<file path="src/hdl/msctt_pkg.sv">
// Shared types and codes for the multi-slot countdown timer table.
// Holds command, slot mode, reply status and controller state encodings.
// No dependencies.
`default_nettype none

package msctt_pkg;

  localparam int ACTION_W = 3;
  localparam int STATUS_W = 3;

  // Request kinds carried on the input side
  typedef enum logic [ACTION_W-1:0] {
    ACT_ADD     = 3'd0,
    ACT_CANCEL  = 3'd1,
    ACT_RELEASE = 3'd2,
    ACT_PAUSE   = 3'd3,
    ACT_RESUME  = 3'd4,
    ACT_TICK    = 3'd5
  } action_t;

  // Per-slot mode
  typedef enum logic [1:0] {
    MODE_RUNNING   = 2'd0,
    MODE_FINISHED  = 2'd1,
    MODE_PAUSED    = 2'd2,
    MODE_CANCELLED = 2'd3
  } mode_t;

  // Reply status codes
  typedef enum logic [STATUS_W-1:0] {
    STAT_OK        = 3'd0,
    STAT_NO_SPACE  = 3'd1,
    STAT_EMPTY     = 3'd2,
    STAT_FINISHED  = 3'd3,
    STAT_CANCELLED = 3'd4
  } status_t;

  // Result kinds
  localparam logic KIND_REPLY = 1'b0;
  localparam logic KIND_EVENT = 1'b1;

  // Controller states
  typedef enum logic [1:0] {
    ST_IDLE  = 2'd0,
    ST_EXEC  = 2'd1,
    ST_SCAN  = 2'd2,
    ST_FLUSH = 2'd3
  } state_t;

endpackage

`default_nettype wire

</file>
<file path="src/hdl/multi_slot_countdown_timer_table.sv">
// Multi-slot countdown timer table: a fixed table of one-shot timer slots. A command request
// (add, cancel, release, pause, resume) is accepted in IDLE, then executed in EXEC once the result
// register is free, and gives one reply. A tick request walks the slots in index order through the
// registered count memory read, one slot per cycle while the result side does not stall; each
// running slot that reaches zero gives a fire event, the last one marked with tlast. Slot used
// and mode flags live in flip-flops cleared at reset; counts and tags live in memories, written
// by add before any read, so no clearing pass is needed.
// Depends on msctt_pkg.
`default_nettype none

module multi_slot_countdown_timer_table #(
  parameter int SLOTS       = 16,
  parameter int COUNT_WIDTH = 16,
  parameter int TAG_WIDTH   = 32,
  localparam int ID_W       = (SLOTS > 1) ? $clog2(SLOTS) : 1,
  localparam int IN_BITS    = ID_W + COUNT_WIDTH + TAG_WIDTH,
  localparam int IN_DW      = ((IN_BITS + 7) / 8) * 8,
  localparam int OUT_BITS   = msctt_pkg::STATUS_W + ID_W + TAG_WIDTH,
  localparam int OUT_DW     = ((OUT_BITS + 7) / 8) * 8
) (
  input  wire logic                           clk,
  input  wire logic                           rst_n,
  // input request channel
  input  wire logic                           in_tvalid,
  output logic                                in_tready,
  input  wire logic [IN_DW-1:0]               in_tdata,   // slot_id, seconds, job_tag, zero pad
  input  wire logic [msctt_pkg::ACTION_W-1:0] in_tuser,   // action
  // result channel
  output logic                                out_tvalid,
  input  wire logic                           out_tready,
  output logic [OUT_DW-1:0]                   out_tdata,  // status, result_slot, fired_tag, pad
  output logic                                out_tuser,  // kind
  output logic                                out_tlast   // last
);

  import msctt_pkg::*;

  // Slot state flags
  logic [SLOTS-1:0]       used_r;
  mode_t                  mode_r [SLOTS];

  // Count and tag memories
  logic [COUNT_WIDTH-1:0] cnt_mem [SLOTS];
  logic [TAG_WIDTH-1:0]   tag_mem [SLOTS];
  logic [COUNT_WIDTH-1:0] cnt_q_r;
  logic [TAG_WIDTH-1:0]   tag_q_r;

  // Controller
  state_t                 state_r, state_nxt;

  // Latched request
  action_t                act_r;
  logic [ID_W-1:0]        id_r;
  logic [COUNT_WIDTH-1:0] secs_r;
  logic [TAG_WIDTH-1:0]   tag_r;

  // Scan pipeline
  logic [ID_W:0]          rd_idx_r;
  logic                   b_vld_r;
  logic [ID_W-1:0]        b_idx_r;

  // Held fire event, sent once the next one (or the end of the scan) is known
  logic                   pend_vld_r;
  logic [ID_W-1:0]        pend_idx_r;
  logic [TAG_WIDTH-1:0]   pend_tag_r;

  // Output register
  logic                   out_valid_r;
  logic                   out_kind_r;
  status_t                out_status_r;
  logic [ID_W-1:0]        out_slot_r;
  logic [TAG_WIDTH-1:0]   out_tag_r;
  logic                   out_last_r;

  // Combinational helpers
  logic                   out_free;
  logic                   is_cmd;
  logic                   id_ok;
  logic [ID_W-1:0]        id_idx;
  logic                   id_used;
  mode_t                  id_mode;
  logic                   free_found;
  logic [ID_W-1:0]        free_idx;
  logic [COUNT_WIDTH-1:0] cnt_dec;
  logic                   b_elig;
  logic                   b_fire;
  logic                   stall;
  logic                   scan_more;

  // Control strobes
  logic                   slot_we;
  logic [ID_W-1:0]        slot_wa;
  logic                   slot_used_wd;
  mode_t                  slot_mode_wd;
  logic                   cnt_we;
  logic [ID_W-1:0]        cnt_wa;
  logic [COUNT_WIDTH-1:0] cnt_wd;
  logic                   tag_we;
  logic                   rd_en;
  logic                   scan_start;
  logic                   scan_adv;
  logic                   pend_load;
  logic                   pend_clr;
  logic                   push;
  logic                   push_kind;
  status_t                push_status;
  logic [ID_W-1:0]        push_slot;
  logic [TAG_WIDTH-1:0]   push_tag;
  logic                   push_last;

  // Derive lookups on the latched request
  assign out_free  = !out_valid_r || out_tready;
  assign is_cmd    = (act_r == ACT_ADD) || (act_r == ACT_CANCEL) || (act_r == ACT_RELEASE) ||
                     (act_r == ACT_PAUSE) || (act_r == ACT_RESUME);
  assign id_ok     = ((ID_W+1)'(id_r) < (ID_W+1)'(SLOTS));
  assign id_idx    = id_ok ? id_r : '0;
  assign id_used   = id_ok && used_r[id_idx];
  assign id_mode   = mode_r[id_idx];

  // Find the lowest free slot
  always_comb begin
    free_found = 1'b0;
    free_idx   = '0;
    for (int i = SLOTS - 1; i >= 0; i--) begin
      if (!used_r[i]) begin
        free_found = 1'b1;
        free_idx   = ID_W'(i);
      end
    end
  end

  // Decrement the slot under scan, saturating at zero
  assign cnt_dec   = (cnt_q_r != '0) ? (cnt_q_r - COUNT_WIDTH'(1)) : '0;
  assign b_elig    = b_vld_r && used_r[b_idx_r] && (mode_r[b_idx_r] == MODE_RUNNING);
  assign b_fire    = b_elig && (cnt_dec == '0);
  assign stall     = (state_r == ST_SCAN) && b_fire && pend_vld_r && !out_free;
  assign scan_more = (rd_idx_r < (ID_W+1)'(SLOTS));

  // Next state
  always_comb begin
    state_nxt = state_r;
    case (state_r)
      ST_IDLE: begin
        if (in_tvalid) state_nxt = ST_EXEC;
      end
      ST_EXEC: begin
        if (act_r == ACT_TICK) begin
          state_nxt = ST_SCAN;
        end else if (!is_cmd || out_free) begin
          state_nxt = ST_IDLE;
        end
      end
      ST_SCAN: begin
        if (!stall && !scan_more) state_nxt = ST_FLUSH;
      end
      ST_FLUSH: begin
        if (!pend_vld_r || out_free) state_nxt = ST_IDLE;
      end
      default: state_nxt = ST_IDLE;
    endcase
  end

  // Datapath control
  always_comb begin
    in_tready    = 1'b0;
    slot_we      = 1'b0;
    slot_wa      = '0;
    slot_used_wd = 1'b0;
    slot_mode_wd = MODE_RUNNING;
    cnt_we       = 1'b0;
    cnt_wa       = '0;
    cnt_wd       = '0;
    tag_we       = 1'b0;
    rd_en        = 1'b0;
    scan_start   = 1'b0;
    scan_adv     = 1'b0;
    pend_load    = 1'b0;
    pend_clr     = 1'b0;
    push         = 1'b0;
    push_kind    = KIND_REPLY;
    push_status  = STAT_OK;
    push_slot    = '0;
    push_tag     = '0;
    push_last    = 1'b1;
    case (state_r)
      ST_IDLE: begin
        in_tready = 1'b1;
      end
      ST_EXEC: begin
        if (act_r == ACT_TICK) begin
          scan_start = 1'b1;
        end else if (is_cmd && out_free) begin
          push = 1'b1;
          if (act_r == ACT_ADD) begin
            if (free_found) begin
              slot_we      = 1'b1;
              slot_wa      = free_idx;
              slot_used_wd = 1'b1;
              slot_mode_wd = MODE_RUNNING;
              cnt_we       = 1'b1;
              cnt_wa       = free_idx;
              cnt_wd       = secs_r;
              tag_we       = 1'b1;
              push_slot    = free_idx;
            end else begin
              push_status  = STAT_NO_SPACE;
            end
          end else if (!id_used) begin
            push_status = STAT_EMPTY;
          end else begin
            slot_wa      = id_idx;
            slot_used_wd = 1'b1;
            case (act_r)
              ACT_CANCEL: begin
                if (id_mode == MODE_FINISHED) begin
                  push_status = STAT_FINISHED;
                end else if (id_mode == MODE_CANCELLED) begin
                  push_status = STAT_CANCELLED;
                end else begin
                  slot_we      = 1'b1;
                  slot_mode_wd = MODE_CANCELLED;
                end
              end
              ACT_RELEASE: begin
                slot_we      = 1'b1;
                slot_used_wd = 1'b0;
                slot_mode_wd = MODE_RUNNING;
              end
              ACT_PAUSE: begin
                slot_we      = 1'b1;
                slot_mode_wd = MODE_PAUSED;
              end
              default: begin
                slot_we      = 1'b1;
                slot_mode_wd = MODE_RUNNING;
              end
            endcase
          end
        end
      end
      ST_SCAN: begin
        if (!stall) begin
          scan_adv = 1'b1;
          rd_en    = scan_more;
          // Write back the decremented count
          if (b_elig) begin
            cnt_we = 1'b1;
            cnt_wa = b_idx_r;
            cnt_wd = cnt_dec;
          end
          // Mark finished, send the held event and hold this one
          if (b_fire) begin
            slot_we      = 1'b1;
            slot_wa      = b_idx_r;
            slot_used_wd = 1'b1;
            slot_mode_wd = MODE_FINISHED;
            pend_load    = 1'b1;
            if (pend_vld_r) begin
              push      = 1'b1;
              push_kind = KIND_EVENT;
              push_slot = pend_idx_r;
              push_tag  = pend_tag_r;
              push_last = 1'b0;
            end
          end
        end
      end
      ST_FLUSH: begin
        // Send the final event with last set
        if (pend_vld_r && out_free) begin
          pend_clr  = 1'b1;
          push      = 1'b1;
          push_kind = KIND_EVENT;
          push_slot = pend_idx_r;
          push_tag  = pend_tag_r;
          push_last = 1'b1;
        end
      end
      default: begin
        in_tready = 1'b0;
      end
    endcase
  end

  // Count and tag memories: one write port, one registered read port each
  always_ff @(posedge clk) begin
    if (cnt_we) cnt_mem[cnt_wa] <= cnt_wd;
    if (rd_en) cnt_q_r <= cnt_mem[rd_idx_r[ID_W-1:0]];
  end

  always_ff @(posedge clk) begin
    if (tag_we) tag_mem[free_idx] <= tag_r;
    if (rd_en) tag_q_r <= tag_mem[rd_idx_r[ID_W-1:0]];
  end

  // Controller, slot flags and scan control
  always_ff @(posedge clk) begin
    if (!rst_n) begin
      state_r     <= ST_IDLE;
      used_r      <= '0;
      for (int i = 0; i < SLOTS; i++) mode_r[i] <= MODE_RUNNING;
      rd_idx_r    <= '0;
      b_vld_r     <= 1'b0;
      pend_vld_r  <= 1'b0;
      out_valid_r <= 1'b0;
    end else begin
      state_r <= state_nxt;
      if (slot_we) begin
        used_r[slot_wa] <= slot_used_wd;
        mode_r[slot_wa] <= slot_mode_wd;
      end
      // Advance the scan pointer
      if (scan_start) begin
        rd_idx_r <= '0;
        b_vld_r  <= 1'b0;
      end else if (scan_adv) begin
        b_vld_r <= scan_more;
        if (scan_more) rd_idx_r <= rd_idx_r + (ID_W+1)'(1);
      end
      if (pend_load) begin
        pend_vld_r <= 1'b1;
      end else if (pend_clr || scan_start) begin
        pend_vld_r <= 1'b0;
      end
      if (push) begin
        out_valid_r <= 1'b1;
      end else if (out_tready) begin
        out_valid_r <= 1'b0;
      end
    end
  end

  // Payload registers
  always_ff @(posedge clk) begin
    if (in_tvalid && in_tready) begin
      act_r  <= action_t'(in_tuser);
      id_r   <= in_tdata[ID_W-1:0];
      secs_r <= in_tdata[ID_W +: COUNT_WIDTH];
      tag_r  <= in_tdata[ID_W + COUNT_WIDTH +: TAG_WIDTH];
    end
    if (scan_adv) b_idx_r <= rd_idx_r[ID_W-1:0];
    if (pend_load) begin
      pend_idx_r <= b_idx_r;
      pend_tag_r <= tag_q_r;
    end
    if (push) begin
      out_kind_r   <= push_kind;
      out_status_r <= push_status;
      out_slot_r   <= push_slot;
      out_tag_r    <= push_tag;
      out_last_r   <= push_last;
    end
  end

  // Drive the result channel
  assign out_tvalid = out_valid_r;
  assign out_tdata  = OUT_DW'({out_tag_r, out_slot_r, out_status_r});
  assign out_tuser  = out_kind_r;
  assign out_tlast  = out_last_r;

`ifndef ASSERT_OFF
  // A held fire event exists only while a tick is being processed
  a_pend_in_tick: assert property (@(posedge clk) disable iff (!rst_n)
    (state_r == ST_IDLE || state_r == ST_EXEC) |-> !pend_vld_r)
    else $error("held fire event outside a tick");

  // A stalled scan keeps the slot under work in place
  a_stall_hold: assert property (@(posedge clk) disable iff (!rst_n)
    stall |=> (b_vld_r && $stable(b_idx_r)))
    else $error("scan advanced while stalled");

  // Every fire event sent names a used, finished slot
  a_event_slot: assert property (@(posedge clk) disable iff (!rst_n)
    (push && (push_kind == KIND_EVENT)) |=>
      (used_r[out_slot_r] && (mode_r[out_slot_r] == MODE_FINISHED)))
    else $error("fire event for a slot that is not finished");
`endif

endmodule

`default_nettype wire

</file>
<file path="config.mk">
export PLATFORM = sky130hd
export DESIGN_NAME = multi_slot_countdown_timer_table
export DESIGN_NICKNAME = d
export VERILOG_FILES = /design/src/hdl/msctt_pkg.sv /design/src/hdl/multi_slot_countdown_timer_table.sv
export SDC_FILE = /design/constraint.sdc
export NUM_CORES = 1
export LEC_CHECK = 0
export BUFFER_PORTS_ARGS = -buffer_cell sky130_fd_sc_hd__buf_2
export CAP_MARGIN = 20
export CORE_AREA = 2 2 358 325
export CTS_BUF_LIST = sky130_fd_sc_hd__clkbuf_8
export CTS_CLUSTER_DIAMETER = 30
export DETAILED_ROUTE_END_ITERATION = 7
export DIE_AREA = 0 0 360 327
export GPL_ROUTABILITY_DRIVEN = 1
export GPL_TIMING_DRIVEN = 0
export MAX_ROUTING_LAYER = met4
export PLACE_DENSITY = 0.52
export SLEW_MARGIN = 25
export SYNTH_ARGS = -nofsm -noshare
export SYNTH_HDL_FRONTEND = slang
export SYNTH_SLANG_ARGS = --single-unit
</file>
<file path="constraint.sdc">
create_clock -name clk -period 4.3 [get_ports clk]
set_input_delay 0.645 -clock clk [delete_from_list [all_inputs] [get_ports clk]]
set_output_delay 0.645 -clock clk [all_outputs]
set_load 0.01 [all_outputs]
</file>
Word level (Yosys, flattened, before mapping)
Memory sizes are Yosys's and may differ from the RTL's. A register that Yosys moved wholly into a read port is not among the register bits.
Index checks and enable logic that the tools add are counted.
Widths: inputs -> output; s select.
- register bits: 162
- memory bits (writable): 800
- output and inout port bits: 44
- memories kept: 3
- memory list (name ; depth ; width ; read ports ; clocked after Yosys merged registers in ; wr ports ; RTL line ; text):
    tag_mem ; 16 ; 32 ; 1 ; 1 ; 1 ; multi_slot_countdown_timer_table.sv:44 ; logic [TAG_WIDTH-1:0] tag_mem [SLOTS];
    cnt_mem ; 16 ; 16 ; 1 ; 1 ; 1 ; multi_slot_countdown_timer_table.sv:43 ; logic [COUNT_WIDTH-1:0] cnt_mem [SLOTS];
    mode_r ; 16 ; 2 ; 2 ; 2 ; 16 ; multi_slot_countdown_timer_table.sv:40 ; mode_t mode_r [SLOTS];
- add/sub/neg operators: 2
- $lt $le $gt $ge: 5
- eq/ne operators: 14
- multiplexer cells: 152
- bitwise operators: 5
- reductions and logical operators: 38
- operators with widths (operator ; number):
    $mux 4 ; 35
    $mux 32 ; 4
    $mux 16 ; 7
    $mux 1 ; 72
    $pmux 32 s2 ; 1
    $pmux 16 s2 ; 1
    $mux 2 ; 12
    $bwmux 16 ; 1
    $logic_not 16->1 ; 1
    $pmux 4 s2 ; 2
    $reduce_bool 16->1 ; 1
    $sub 16x1->16 const B ; 1
    $lt 4x5->1 const B ; 3
    $mux 3 ; 5
    $pmux 4 s3 ; 1
    $logic_and 1x1->1 ; 11
    $bmux 1 s4 ; 2
    $logic_or 1x1->1 ; 8
    $pmux 1 s2 ; 4
    $pmux 2 s2 ; 2
    $pmux 2 s4 ; 1
    $eq 2x2->1 const B ; 3
    $eq 3x2->1 const B ; 2
    $eq 3x3->1 const B ; 2
    other kinds (19) ; 34

Depth between registers and ports, before layout
- word-level depth: 26
- gate-level depth with buffers: 13
- depth with buffers taken out: 11

Least setup slack after synthesis
No wires, ideal clock.
- kind: input-to-reg
- from: input port out_tready
- to: memory tag_mem[12][0], enable pin
- data arrival time: 3867 ps
- setup slack: -28 ps
- cell stages on the path: 6
- path buffers: 1
- path through: nand2b_1 -> clkbuf_1 -> nand2_1 -> nor3_1 -> nand3_1 -> nor3_1
- word-level cells in the longest chain between the ends: 7
- RTL lines (element ; RTL line ; text):
    from (decl) ; multi_slot_countdown_timer_table.sv:30 ; input wire logic out_tready,
    $logic_or 1x1->1 ; multi_slot_countdown_timer_table.sv:112 ; assign out_free = !out_valid_r || out_tready;
    $logic_and 1x1->1 ; multi_slot_countdown_timer_table.sv:192 ; end else if (is_cmd && out_free) begin
    $mux 1 ; multi_slot_countdown_timer_table.sv:192 ;
    $mux 1 ; multi_slot_countdown_timer_table.sv:190 ; if (act_r == ACT_TICK) begin
    $mux 1 ; multi_slot_countdown_timer_table.sv:185 ; case (state_r)
    $mux 1 ; multi_slot_countdown_timer_table.sv:292 ; if (tag_we) tag_mem[free_idx] <= tag_r;
    $mux 1 (not written as such) ; multi_slot_countdown_timer_table.sv:292 ;
    to (decl) ; multi_slot_countdown_timer_table.sv:44 ;
No other way between the ends.

==> summary.md <==
| Metric | Value |
|---|---|
| Port-buffer cells | `100` |
| Number of synthesized flops with an enable pin | `984` |
| Post-DP HPWL | `67,330 um` |
| Cell Int Power | `0.01752 W` |
| Hold-critical path endpoint | `out_tvalid` |
| CTS tree | `built` |
| Clk_lat worst skew | `910 ps` |
| Setup violators final | `0` |
| Drt wl/cell | `25.39 um` |
| Reg power frac | `49.0%` |
| Share of cells above drive strength 1 | `35.75%` |
| Area leader, netlist | `edfxtp_1` |
| Num rows | `118` |
| Final min period | `4156 ps` |
| Finished Core Util | `43.20%` |
| Crit. End Element | `flip-flop` |
| Logic gate share of total power | `1.6%` |
| Worst slew pin tran | `1158 ps` |
| RSZ-0062 raised after global routing | `yes` |
| Simple-gate share of the synthesized area | `4.789%` |
| Clk slew on worst S/H paths | `60 ps` |
| Crit path required time | `4880 ps` |
| Most common cell after layout, fill and taps aside | `edfxtp_1` |
| Antenna violations before repair | `2` |
| Pre-antenna DRT Iters | `5` |
| Sequential-to-total area share from yosys stat | `76.32%` |
| Routability congestion estimate | `0.8675` |
| Crit start category | `flip-flop` |
| Detailed Route Iter0 Violations | `2,141` |
| Hold Crit Class | `in -> reg` |
| FMAX | `0.2406 GHz` |
| Die width | `360 um` |
| Ports | `107` |
| Synth Register Bits | `1,018` |
| GRT Total Usage | `18.09%` |
| Adder-cell share of the synthesized area | `0.2211%` |
| Synth area leaders | `edfxtp_1 (75%), mux4_2 (15%), dfxtp_1 (1.7%)` |
| Max-slew headroom | `22.20%` |
| Vias | `20,980` |
| Syn_area_per_cell | `20.76 um2` |
| Fill cells | `9,883` |
| Starting density of the core | `34.71%` |
| Clk sinks | `1,018` |
| Clk_skew | `58.63 ps` |
| Grt ovf | `0` |
| Cts bufs inserted | `218` |
| Leak Pwr | `16.34 nW` |
| Synth top area share | `74.60%` |
| Yosys warns | `0` |
| Worst vdd ir | `344.2 uV` |
| Worst r2r src | `state_r[0]` |
| Final hold violation count | `0` |
| Crit path from | `state_r[0]` |
| Max_cap viols | `0` |
| Netlist cell types | `76` |
| Xor/xnor share of the synthesized area | `0.2875%` |
| H-tree depth | `4` |
| Post-synth ARST share | `0%` |
| CTS Buffer Depth | `3` |
| Dominant synthesized flop cell | `edfxtp_1` |
| Switching share of power | `22.40%` |
| Hold depth | `3` |
| Reg-to-reg endpoint | `mode_r[14][0]` |
| Critical Path AT | `4730 ps` |
| Area delta synth->final | `24.47%` |
| Worst reg-to-reg setup slack | `140 ps` |
| WL final | `103,600 um` |
| Die Y | `327 um` |
| Final Max Tran Viols | `0` |
| Post-synthesis mux area share | `15.30%` |
| P per Cell Area | `458.0 nW/um2` |
| Core ar. | `114,100 um2` |
| Synth Instances | `1,908` |
| Syn_nets | `1,978` |
| Vias in the first global route | `21,790` |
| Most frequent cells in the layout | `edfxtp_1 (984), mux4_2 (258), clkbuf_8 (218)` |
| Hold path startpoint | `out_tready` |
| Synth Area in Compound Gates | `2.041%` |
| Net Sw Power | `0.005058 W` |
| Post-Syn Area | `39,610 um2` |
| DRT antenna net count | `0` |
| Worst Reg-to-Reg Cells | `11` |
| Ratio of final minimum period to clock period | `96.64%` |
| Final net count | `2,456` |
| Share of total power in the clock network | `49.4%` |
| First-pass GRT wire length | `149,200 um` |
| Crit path max fanout | `10` |
| Clk root buf | `clkbuf_8` |
| Largest net degree at the start of global routing | `34` |
| Total Power | `0.02258 W` |
| Main combinational cell family by area after synthesis | `multiplexers` |
| Die area | `117,700 um2` |
| DR DRC count | `0` |
| DR vias/cell | `5.143` |
| WS Path Type | `reg -> reg` |
| Outcome | `finished clean` |
-- flip-flops by register name, indices dropped and copies added (netlist names), 3 cells and up, named ones only --
name and flops:
act_r 3, cnt_q_r 16, id_idx 4, b_idx_r 4, secs_r 16, out_status_r 3
mode_r 32, pend_idx_r 4, used_r 16, out_slot_r 4, pend_tag_r 32, tag_mem 512
out_tag_r 32, cnt_mem 256, rd_idx_r 5, tag_r 32, tag_q_r 32
-- cell type report --
cell class | instances | area [um2] | area share, %
Sequential cell | 1018 | 30230 | 61.31
Multi-Input combinational cell | 784 | 9364 | 18.99
Clock buffer | 218 | 3000 | 6.086
Timing Repair Buffer | 258 | 2562 | 5.197
Tap cell | 1500 | 1877 | 3.807
Clock inverter | 192 | 1809 | 3.670
Buffer | 89 | 381.6 | 0.7740
Inverter | 17 | 71.32 | 0.1447
Antenna cell | 3 | 7.507 | 0.01523
-- layer usage --
layer	GRT usage (%)	wire [um]	vias to the layer above
met4	5.371	2083	0
met5	-	0	-
li1	-	-	8948
met1	24.44	45390	11090
met3	3.737	6712	159
met2	27.76	49390	786
-- worst max-delay path: stages (launching register included) --
cell	delay (ps)
dfxtp_1	420
ha_1	280
nor4b_1	250
nand2_1	320
a31oi_1	320
clkbuf_2	380
inv_1	130
o31ai_1	540
a21oi_1	270
nor3_2	450
nand3_1	290
nand2_1	200
-- cell families (layout without fill, tap and decap cells) --
kind of cell               Yosys count  after routing
muxes                              282            282
AOI/OAI and AO/OA                  112            112
buffers and inverters              106            774
xor gates and xnor gates            13             13
other                                1              4
and+or+nand+nor                    369            369
adders and majority gates            7              7
DFF                               1018           1018
-- cells in the mapped netlist (all sizes together) (4+ instances only) --
cell / instances
nand4: 13
nand3: 24
or3b: 4
edfxtp: 984
or3: 7
or2: 5
a21oi: 21
buf: 26
ha: 7
o21ai: 21
mux2: 7
a31oi: 9
dfxtp: 34
mux4: 258
nor3: 22
a22oi: 7
o31ai: 6
xor2: 5
and2: 44
xnor2: 8
mux2i: 17
nor2b: 6
nor3b: 9
clkbuf: 63
nand2: 92
nor4: 10
nand4b: 4
nand2b: 7
o211a: 4
nor2: 102
a211oi: 4
inv: 17
and3: 6
a21o: 4
-- power groups by stage --
stage	clock [W]	combinational (W)	sequential [W]
2_1_floorplan	0	0.000165	0.0112
3_3_place_gp	0	0.000291	0.0113
3_5_place_dp	0	0.000311	0.0113
4_1_cts	0.0114	0.000356	0.0111
5_1_grt	0.0119	0.000383	0.0111
6_report	0.0112	0.000357	0.0111
-- through the flow --
step	hold WS (ps)	setup TNS [ps]	cell area (um2)	cells	worst slack, ps
finish	164.4	0	49300	4079	144.3
global route	121.3	-899.6	49300	4077	-33.95
global placement	403.7	-1979640	41990	3508	-4263
floorplan	400.3	-1814	39610	1908	-28.37
CTS	72.01	-375.3	49050	4066	-34.86
detailed placement	405.4	-159240	43510	3594	-586.7
-- repair_timing --
item	CTS	global route
resized for setup	18	17
hold endpoints to repair	59	0
hold buffers	55	0
setup buffers	7	10
setup endpoints to repair	521	430
pin swaps	4	8
-- worst max path at each step --
stage,cells after the start,end,slack (ps)
floorplan,6,tag_mem[12][0],-30
global placement,6,tag_mem[5][21],-4260
detailed placement,11,cnt_mem[12][2],-590
CTS,12,out_tag_r[1],-30
global route,12,cnt_mem[15][6],-30
finish,11,mode_r[14][0],140
No activity file was read; power rests on OpenSTA's default activity.
